==> src/hdl/lfsa_pkg.sv <==
package lfsa_pkg;

    localparam int SLOTS      = 64;
    localparam int REQUESTERS = 1024;
    localparam int SLOT_W     = $clog2(SLOTS);
    localparam int ID_W       = $clog2(REQUESTERS);
    localparam int USE_W      = 16;
    localparam logic [USE_W-1:0] USE_MAX = {USE_W{1'b1}};

    // Event kinds carried on the mode field.
    localparam logic MODE_ARRIVE = 1'b0;
    localparam logic MODE_DEPART = 1'b1;

    typedef enum logic [1:0] {
        STATUS_OK        = 2'd0,
        STATUS_NO_FREE   = 2'd1,
        STATUS_NO_HOLDER = 2'd2
    } t_status;

    // Controller to datapath.
    typedef struct packed {
        logic clr;      // write one invalid holder entry during the clearing pass
        logic accept;   // latch the input word and read the holder table
        logic look;     // pick the slot and read its use counter
        logic update;   // write back state and load the output word
    } t_cmd;

    // Datapath to controller.
    typedef struct packed {
        logic clr_last;  // clearing pass is at the last holder entry
        logic out_full;  // output word is held and not taken this cycle
    } t_sts;

endpackage

==> src/hdl/lfsa_ctrl.sv <==
module lfsa_ctrl (
    input  logic          i_clk,
    input  logic          i_rst_n,
    input  logic          i_in_valid,
    output logic          o_in_ready,
    input  lfsa_pkg::t_sts i_sts,
    output lfsa_pkg::t_cmd o_cmd
);
    import lfsa_pkg::*;

    typedef enum logic [1:0] {
        ST_CLEAR,
        ST_IDLE,
        ST_LOOK,
        ST_UPDATE
    } t_state;

    t_state r_state;
    t_state n_state;

    always_comb begin
        n_state = r_state;
        case (r_state)
            ST_CLEAR: begin
                if (i_sts.clr_last) begin
                    n_state = ST_IDLE;
                end
            end
            ST_IDLE: begin
                if (i_in_valid) begin
                    n_state = ST_LOOK;
                end
            end
            ST_LOOK: begin
                n_state = ST_UPDATE;
            end
            ST_UPDATE: begin
                if (!i_sts.out_full) begin
                    n_state = ST_IDLE;
                end
            end
            default: begin
                n_state = ST_CLEAR;
            end
        endcase
    end

    always_ff @(posedge i_clk) begin
        if (!i_rst_n) begin
            r_state <= ST_CLEAR;
        end else begin
            r_state <= n_state;
        end
    end

    assign o_in_ready   = (r_state == ST_IDLE);
    assign o_cmd.clr    = (r_state == ST_CLEAR);
    assign o_cmd.accept = (r_state == ST_IDLE) && i_in_valid;
    assign o_cmd.look   = (r_state == ST_LOOK);
    assign o_cmd.update = (r_state == ST_UPDATE) && !i_sts.out_full;

endmodule

==> config.mk <==
export PLATFORM = sky130hd
export DESIGN_NAME = lfsa_ctrl
export DESIGN_NICKNAME = d
export VERILOG_FILES = /design/src/hdl/lfsa_pkg.sv /design/src/hdl/lfsa_ctrl.sv
export SDC_FILE = /design/constraint.sdc
export NUM_CORES = 1
export LEC_CHECK = 0
export BUFFER_PORTS_ARGS = -buffer_cell sky130_fd_sc_hd__buf_2
export CORE_AREA = 2 2 39 41
export CTS_CLUSTER_SIZE = 10
export DETAILED_ROUTE_END_ITERATION = 7
export DIE_AREA = 0 0 41 43
export HOLD_SLACK_MARGIN = 0.05
export PLACE_DENSITY = 0.41
export REMOVE_ABC_BUFFERS = 1
export SETUP_SLACK_MARGIN = 0.2
export SLEW_MARGIN = 10
export SYNTH_ARGS = -nofsm -noshare
export SYNTH_HDL_FRONTEND = slang
export SYNTH_SLANG_ARGS = --single-unit
==> constraint.sdc <==
create_clock -name i_clk -period 3.1 [get_ports i_clk]
set_clock_uncertainty 0.05 [all_clocks]
set_input_delay 0.465 -clock i_clk [delete_from_list [all_inputs] [get_ports i_clk]]
set_output_delay 0.465 -clock i_clk [all_outputs]
set_load 0.02 [all_outputs]
**Word-level counts from Yosys, hierarchy flattened**

Cells that the tools add are included.

- Bits in latches: 0
- Register bits after elaboration: 2
- ROM bits: 0
- RAM bits: 0
- Memories kept: 0

- Reduce and logical (&&, ||, !) cells: 5
- Equality and inequality tests: 6
- Add/subtract/negate cells: 0
- Magnitude comparators: 0
- Bitwise logic cells: 0
- Shift operators: 0
- Muxes and demuxes: 4
- Divide/modulo/power cells: 0
- Multipliers: 0

Operator list:

| kind | number |
|---|---|
| $pmux 2 s4 | 1 |
| $mux 2 | 3 |
| $ne 2x2->1 const B | 3 |
| $eq 2x2->1 const B | 2 |
| $reduce_and 3->1 | 1 |
| $eq 2x1->1 const B | 1 |
| $logic_and 1x1->1 | 2 |
| $logic_not 2->1 | 1 |
| $logic_not 1->1 | 1 |

**Longest topological paths before layout**

Gate-level depths: netlist of the first run.

- Word-level depth: 3
- Depth in mapped cells: 5
- Mapped depth without buffers: 5

**Least setup slack after synthesis of the first run**

OpenSTA, ideal clock, no wires.

- Kind: reg-to-output
- From: register r_state[1]
- To: output o_cmd[2] (netlist bit)
- Stages on the path, launching flop included: 4
- Arrival time: 0.933 ns
- Data required time: 2.585 ns
- Buffers on the path: 0
- Path slack: 1.652 ns
- Path through: dfxtp_1 -> inv_1 -> ha_1 -> and2_2

RTL lines:

| element | RTL line | RTL |
|---|---|---|
| start, declared | lfsa_ctrl.sv:18 | `t_state r_state;` |
| start signal, assigned | lfsa_ctrl.sv:52 | `r_state <= n_state;` |
| end, declared | lfsa_ctrl.sv:7 | `output lfsa_pkg::t_cmd o_cmd` |

==> results.cfg, run 1 <==
[outcome]
status = finished clean

[setup_path]
crit_type = reg2out
cp-end-kind = output port
cp.required_ns = 2.58
crit_chain = inv_1 > ha_1 > and2_2 > buf_2
cp_top_family = flip-flops
critPathSlowestCell = dfxtp_1
ff2ff_setup_slack_ns = 1.87
critPathBufInv = 2
cp-endpoint = o_cmd[2]
r2r_cells = 5
arrival_ns = 1.21
r2r-start = r_state[1]
cp.depth = 4
startpoint = r_state[1]
critPathMaxFanout = 4
cpPeakStageDelay_ns = 0.37
r2r_end = r_state[1]
startpoint_type = flip-flop

[global_route]
grt_pass1_vias = 152
overflow = 0
grt_pass1_wl_um = 593
grt_max_degree = 6
grt_antenna_before_repair = 0
grt_util_all_layers = 0.0521

[clock_network]
cts_tree = done
cts_hold_buf = 0
h-tree-depth = 1
cts.clk_slew.worst_paths_ns = 0.03
cts_resized = 0
root_buffer = clkbuf_4
cts_buffers = 3
cts_setup_buffers = 0
cts_sinks = 2
cts_buffer_depth = 2
clk_latency_ns = 0.22

[sta]
setup_viol = 0
fmax_mhz = 580
slew_viol_final = 0
period_share = 0.556
rsz0062_at_grt = false
period_minus_slack_ns = 1.72
hold_viol = 0
worst-slew-pin-transition_ns = 0.241
timing.setup.tns_ns = 0
relSlewSlack = 0.840
whs_ns = 0.466

[finish]
drive_above_1_share = 0.424
final_cell_mix = buf_2 (9), ha_1 (5), inv_1 (4), nand2_1 (4), clkbuf_4 (3)
reg_top3 = r_state x2
final_common_cell = buf_2
top_register = r_state
area_growth_pct = 46.7
nNetsFinal = 45
design_area_um2 = 275
diodes = 0
instances_no_fill = 49
largest_reg_flops = 2

[die]
fp.dieW_um = 41
core_area_um2 = 1380
start_util = 0.136
io_pins = 10
rows = 14
die_h_um = 43
dieArea_um2 = 1760

[placed_design]
placed_cells = 46
postPlaceCellArea_um2 = 253
port_buffers = 9
gp_congestion = 0.655

[detailed_routing]
drt-total-wl_um = 400
ant_nets = 0
drc_errors = 0
wl_per_cell_um = 8.16
first_pass_iters = 1
drtIter0Drc = 0
via_per_inst = 3.41
dr_total_vias = 167

[pwr]
power_uw = 237
ir_worst_vdd_mv = 0.260
power.leakage_nw = 0.149
power.density_nw_per_um2 = 862

[yosys]
syn_area_um2 = 188
avgSynthCellArea_um2 = 8.94
yosysSeqAreaShare = 0.213
synthCells = 21
synth_warnings = 0
synthDistinctLibCells = 9
ys_ff_latch = 2

[worst_hold_path]
hold_path.class = reg2reg

[job]
cap_violations = 0
routing by layer:
layer	wire length, um	share of wire	up-vias	GRT usage
li1	-	-	90	-
met1	187	0.47	67	0.0639
met2	169	0.42	10	0.0719
met3	43	0.11	0	0.0157
met4	0	0	0	0.0400
met5	0	0	-	0
where the power goes:
group | switching [mW] | total, mW | internal, mW
sequential | 0.0124 | 0.0491 | 0.0366
clock | 0.0143 | 0.0570 | 0.0427
combinational | 0.0777 | 0.131 | 0.0536
per-stage QoR:
| step | utilization | setup slack (ns) |
|---|---|---|
| CTS | 0.199 | 1.35 |
| floorplan | - | 1.65 |
| finish | 0.199 | 1.38 |
| detailed placement | 0.183 | 1.60 |
| global placement | 0.183 | 1.60 |
| global route | 0.199 | 1.29 |
worst min-delay path by stage:
| stage | cells after the start | slack (ns) | to | from |
|---|---|---|---|---|
| floorplan | 2 | 0.42 | r_state[1] | r_state[1] |
| global placement | 2 | 0.45 | r_state[1] | r_state[1] |
| detailed placement | 2 | 0.47 | r_state[1] | r_state[1] |
| CTS | 2 | 0.47 | r_state[1] | r_state[1] |
| global route | 2 | 0.52 | r_state[1] | r_state[1] |
| finish | 2 | 0.47 | r_state[1] | r_state[1] |
cell families after synthesis:
kind of cell	after synthesis	share of synthesized area
flops	2	0.213
buf+inv	4	0.0800
mux	2	0.107
fa+ha+maj	5	0.333
simple gates	7	0.187
compound gates	1	0.0800
worst register-to-register path: cells and delay by family (launching register included):
family / cells / cell delay (ns)
AO/OA/AOI/OAI: 1 / 0.22
adder cells (fa/ha/maj): 1 / 0.18
multiplexers: 1 / 0.22
flip-flops: 1 / 0.33
buffers and inverters: 2 / 0.16
synth_stat cells (all sizes together):
master / count / area, um2
and2: 1 / 7.51
inv: 4 / 15.0
o221ai: 1 / 15.0
nor2b: 1 / 6.26
mux2i: 2 / 20.0
dfxtp: 2 / 40.0
ha: 5 / 62.6
nand2b: 1 / 6.26
nand2: 4 / 15.0
area by class of cell:
type / count / area [um2]
Inverter: 4 / 15.0
Timing Repair Buffer: 9 / 45.0
Clock buffer: 3 / 22.5
Sequential cell: 2 / 40.0
Multi-Input combinational cell: 15 / 133
Tap cell: 16 / 20.0
Fill cell: 156 / 1110
(Power assumes the default switching activity.)
==> run 2: changes to the inputs <==
--- a/config.mk
+++ b/config.mk
@@ -11,7 +11,7 @@
 export DETAILED_ROUTE_END_ITERATION = 7
 export DIE_AREA = 0 0 41 43
 export HOLD_SLACK_MARGIN = 0.05
-export PLACE_DENSITY = 0.41
+export PLACE_DENSITY = 0.42
 export REMOVE_ABC_BUFFERS = 1
 export SETUP_SLACK_MARGIN = 0.2
 export SLEW_MARGIN = 10
==> constraint.sdc (replaced) <==
create_clock -name i_clk -period 1.45 [get_ports i_clk]
set_clock_uncertainty 0.05 [all_clocks]
set_input_delay 0.2175 -clock i_clk [delete_from_list [all_inputs] [get_ports i_clk]]
set_output_delay 0.2175 -clock i_clk [all_outputs]
set_load 0.02 [all_outputs]
==> run 2 against run 1 <==
Against the previous run:
- combinational power rose to 3.0 times the previous value
- count of clock-buffer cells in the layout unchanged
- register-to-register slack worse by 1.6 ns
- sequential power rose to 2.7 times the previous value
- sequential share of layout area down 1.0 points
- critical path depth unchanged
- hold slack worse by 0.24 ns
- global-route usage up 0.60 points
- clock power up 110%
- cell area up 28%
- first-iteration DRC count up 2
==> results.cfg, run 2 (synthesized netlist as in run 1, its figures left out) <==
[outcome]
status = finished clean

[sta]
timing.setup.tns_ns = 0
worst_slack_ns = 0.155
period_share = 0.893
hold_viol = 0
slew_viol_final = 0
fmax_mhz = 772
setup_viol = 0
worst-slew-pin-transition_ns = 0.219
rsz0062_at_grt = true
relSlewSlack = 0.854
period_minus_slack_ns = 1.30

[placed_design]
port_buffers = 9
postPlaceCellArea_um2 = 253
gp_congestion = 0.544
place_ws_ns = 0.203

[detailed_routing]
drtIter0Drc = 2
drc_errors = 0
wl_per_cell_um = 7.96
via_per_inst = 3.53
first_pass_iters = 3
ant_nets = 0
dr_total_vias = 180
drt-total-wl_um = 406

[finish]
final_cell_mix = buf_2 (5), nand2_1 (4), buf_6 (4)
design_area_um2 = 352
diodes = 0
nNetsFinal = 47
top_register = r_state
drive_above_1_share = 0.686
reg_top3 = r_state x2
area_growth_pct = 87.3
final_util = 0.254
final_common_cell = buf_2
largest_reg_flops = 2

[pwr]
ir_worst_vdd_mv = 0.516
comb_power_share = 0.609
power_uw = 642
swShare = 0.397
power.leakage_nw = 0.163
p_int_uw = 387
p_clk_frac = 0.187
switching_power_uw = 255
power.density_nw_per_um2 = 1830
p_seq_frac = 0.204

[global_route]
grt_util_all_layers = 0.0581
grt-busiest-layer = met2
grt_antenna_before_repair = 0
overflow = 0
met1_usage = 0.0510
grt_pass1_wl_um = 648
gr-usage-met3 = 0.0314
grt_max_degree = 6
grt_pass1_vias = 175
grtUsageMet2 = 0.0938

[setup_path]
arrival_ns = 1.03
cp-end-kind = output port
critPathSlowestCell = dfxtp_4
crit_chain = inv_4 > ha_4 > and2_4 > buf_6
critPathMaxFanout = 4
cp.required_ns = 1.18
r2r_end = r_state[0]
crit_type = reg2out
ff2ff_setup_slack_ns = 0.25
r2r-start = r_state[1]
startpoint_type = flip-flop
startpoint = r_state[1]
cpPeakStageDelay_ns = 0.36
r2r_cells = 5

[die]
io_pins = 10
dieArea_um2 = 1760
start_util = 0.136
fp.dieW_um = 41
rows = 14
die_h_um = 43
core_area_um2 = 1380

[clock_network]
cts_hold_buf = 0
cts_sinks = 2
cts_buffer_depth = 2
h-tree-depth = 1
clk_latency_ns = 0.22
cts_buffers = 3
cts_tree = done
root_buffer = clkbuf_4
cts.clk_slew.worst_paths_ns = 0.03

[worst_hold_path]
hp-start = i_rst_n
holdPathStages = 3
min_to = r_state[1]
hold_path.class = in2reg

[job]
cap_violations = 0
## run 2: layer usage
metal  vias up  wire length (um)
met3         0                29
met1        78               149
li1         94                 -
met2         8               227
met4         0                 0
met5         -                 0
## run 2: worst max-delay path by stage
stage               slack [ns]         end  cells past startpoint
floorplan                 0.18  r_state[0]                      5
global placement          0.21    o_cmd[2]                      4
detailed placement        0.20    o_cmd[2]                      4
CTS                       0.13    o_cmd[2]                      4
global route              0.13    o_cmd[2]                      4
finish                    0.15    o_cmd[2]                      4
## run 2: what timing repair did
action                     4_1_cts  5_1_grt
hold endpoints to repair         0        0
buffers inserted                 1        1
setup endpoints to repair        5        6
resized for setup               13        8
pin swaps                        1        1
## run 2: power by group through the flow
stage	Clock [mW]	Sequential (mW)	Combinational (mW)
2_1_floorplan	0	0.0997	0.220
3_3_place_gp	0	0.106	0.276
3_5_place_dp	0	0.107	0.280
4_1_cts	0.128	0.123	0.337
5_1_grt	0.131	0.134	0.447
6_report	0.120	0.131	0.391
## run 2: per-stage QoR
stage | hold slack, ns | cells
4_1_cts | 0.228 | 50
3_5_place_dp | 0.459 | 46
2_1_floorplan | 0.313 | 21
3_3_place_gp | 0.447 | 46
6_report | 0.231 | 51
5_1_grt | 0.243 | 51
## run 2: critical path, delay by kind of cell, from the launching register on
kind	cells	cell delay [ns]
and+or+nand+nor	1	0.13
buffers and inverters	2	0.17
adders and majority gates	1	0.15
DFF	1	0.36
## run 2: final cells by class
type                    count  area [um2]
clock buffers               3        22.5
fillers                   159        1030
inverters                   4        17.5
multi-input cells          15         159
flip-flops and latches      2        47.5
well taps                  16        20.0
repair buffers             11        85.1
==> run 3: changes to the inputs <==
--- a/config.mk
+++ b/config.mk
@@ -12,6 +12,7 @@
 export DIE_AREA = 0 0 41 43
 export HOLD_SLACK_MARGIN = 0.05
 export PLACE_DENSITY = 0.42
+export RECOVER_POWER = 25
 export REMOVE_ABC_BUFFERS = 1
 export SETUP_SLACK_MARGIN = 0.2
 export SLEW_MARGIN = 10
==> run 3 against run 2 <==
Against the previous run:
- cell area decreased by 0.36%
- sequential power barely moved
- largest power group unchanged
- combinational power barely moved
- non-clock buffer count unchanged
- critical endpoint unchanged
- global-route usage stayed put
- clock power about the same
- worst setup slack worse by 0.0011 ns
==> results.cfg, run 3 (synthesized netlist as in run 1, its figures left out) <==
[outcome]
status = finished clean

[detailed_routing]
drt-total-wl_um = 407
drtIter0Drc = 2
wl_per_cell_um = 7.98
drc_errors = 0
first_pass_iters = 3
dr_total_vias = 180
via_per_inst = 3.53
ant_nets = 0

[die]
dieArea_um2 = 1760
die_h_um = 43
start_util = 0.136
io_pins = 10
fp.dieW_um = 41
core_area_um2 = 1380
rows = 14

[setup_path]
arrival_ns = 1.03
startpoint_type = flip-flop
critPathMaxFanout = 4
crit_type = reg2out
r2r_end = r_state[0]
ff2ff_setup_slack_ns = 0.25
cp-end-kind = output port
cp.required_ns = 1.18
r2r_cells = 5
r2r-start = r_state[1]

[finish]
final_util = 0.253
area_growth_pct = 86.7
top_register = r_state
drive_above_1_share = 0.657
nNetsFinal = 47
final_cell_mix = nand2_1 (4), buf_2 (4), buf_6 (4)
reg_top3 = r_state x2
largest_reg_flops = 2
diodes = 0

[clock_network]
root_buffer = clkbuf_4
clk_latency_ns = 0.22
cts_buffer_depth = 2
cts_buffers = 3
h-tree-depth = 1
cts_hold_buf = 0
cts_sinks = 2
cts_tree = done
cts.clk_slew.worst_paths_ns = 0.03

[worst_hold_path]
hp-start = i_rst_n
min_to = r_state[1]
holdPathStages = 3
hold_path.class = in2reg

[sta]
setup_viol = 0
fmax_mhz = 771
whs_ns = 0.231
slew_viol_final = 0
relSlewSlack = 0.836
period_minus_slack_ns = 1.30
timing.setup.tns_ns = 0
period_share = 0.894
hold_viol = 0
rsz0062_at_grt = true
worst-slew-pin-transition_ns = 0.247

[placed_design]
gp_congestion = 0.544
port_buffers = 9

[pwr]
power.density_nw_per_um2 = 1820
ir_worst_vdd_mv = 0.516
power.leakage_nw = 0.160
power_uw = 639

[job]
cap_violations = 0

[global_route]
grt_max_degree = 6
overflow = 0
grt_pass1_vias = 175
grt_pass1_wl_um = 648
grt_util_all_layers = 0.0581
grt_antenna_before_repair = 0
run 3: cell count changes in the layout (fill, tap and decap cells not counted):
| cell | before | now |
|---|---|---|
| buf_2 | 5 | 4 |
| clkbuf_1 | 0 | 1 |
run 3: timing repair:
item,4_1_cts,5_1_grt
endpoints found under the setup margin,5,6
buffers inserted,1,1
pin swaps,1,1
gates resized for setup,13,8
run 3: through the flow:
stage               setup slack (ns)  cell area [um2]  std cells
global placement               0.212              253         46
CTS                            0.129              319         50
global route                   0.126              350         51
detailed placement             0.203              253         46
floorplan                      0.175              188         21
finish                         0.153              350         51
run 3: worst max-delay path, stage by stage (launching register included):
cell     delay (ns)
dfxtp_4        0.36
inv_4          0.05
ha_4           0.15
and2_4         0.13
buf_6          0.12
run 3: final cells by class:
| type | instances | area, um2 |
|---|---|---|
| Multi-Input combinational cell | 15 | 159 |
| Tap cell | 16 | 20.0 |
| Timing Repair Buffer | 11 | 83.8 |
| Sequential cell | 2 | 47.5 |
| Clock buffer | 3 | 22.5 |
| Inverter | 4 | 17.5 |
| Fill cell | 160 | 1030 |
run 3: routing by layer:
layer,GRT usage,vias up,part of all wire
met5,0,-,0
met2,0.0938,8,0.56
met4,0.0400,0,0
li1,-,94,-
met1,0.0510,78,0.37
met3,0.0314,0,0.074
run 3: worst max path at each step:
stage	startpoint	endpoint	depth (start not counted)
2_1_floorplan	r_state[1]	r_state[0]	5
3_3_place_gp	r_state[1]	o_cmd[2]	4
3_5_place_dp	r_state[1]	o_cmd[2]	4
4_1_cts	r_state[1]	o_cmd[2]	4
5_1_grt	r_state[1]	o_cmd[2]	4
6_report	r_state[1]	o_cmd[2]	4
run 3: report_power, final:
| group | internal, mW | switching, mW |
|---|---|---|
| logic | 0.201 | 0.187 |
| registers | 0.0916 | 0.0391 |
| clock network | 0.0911 | 0.0291 |
| total | 0.384 | 0.255 |
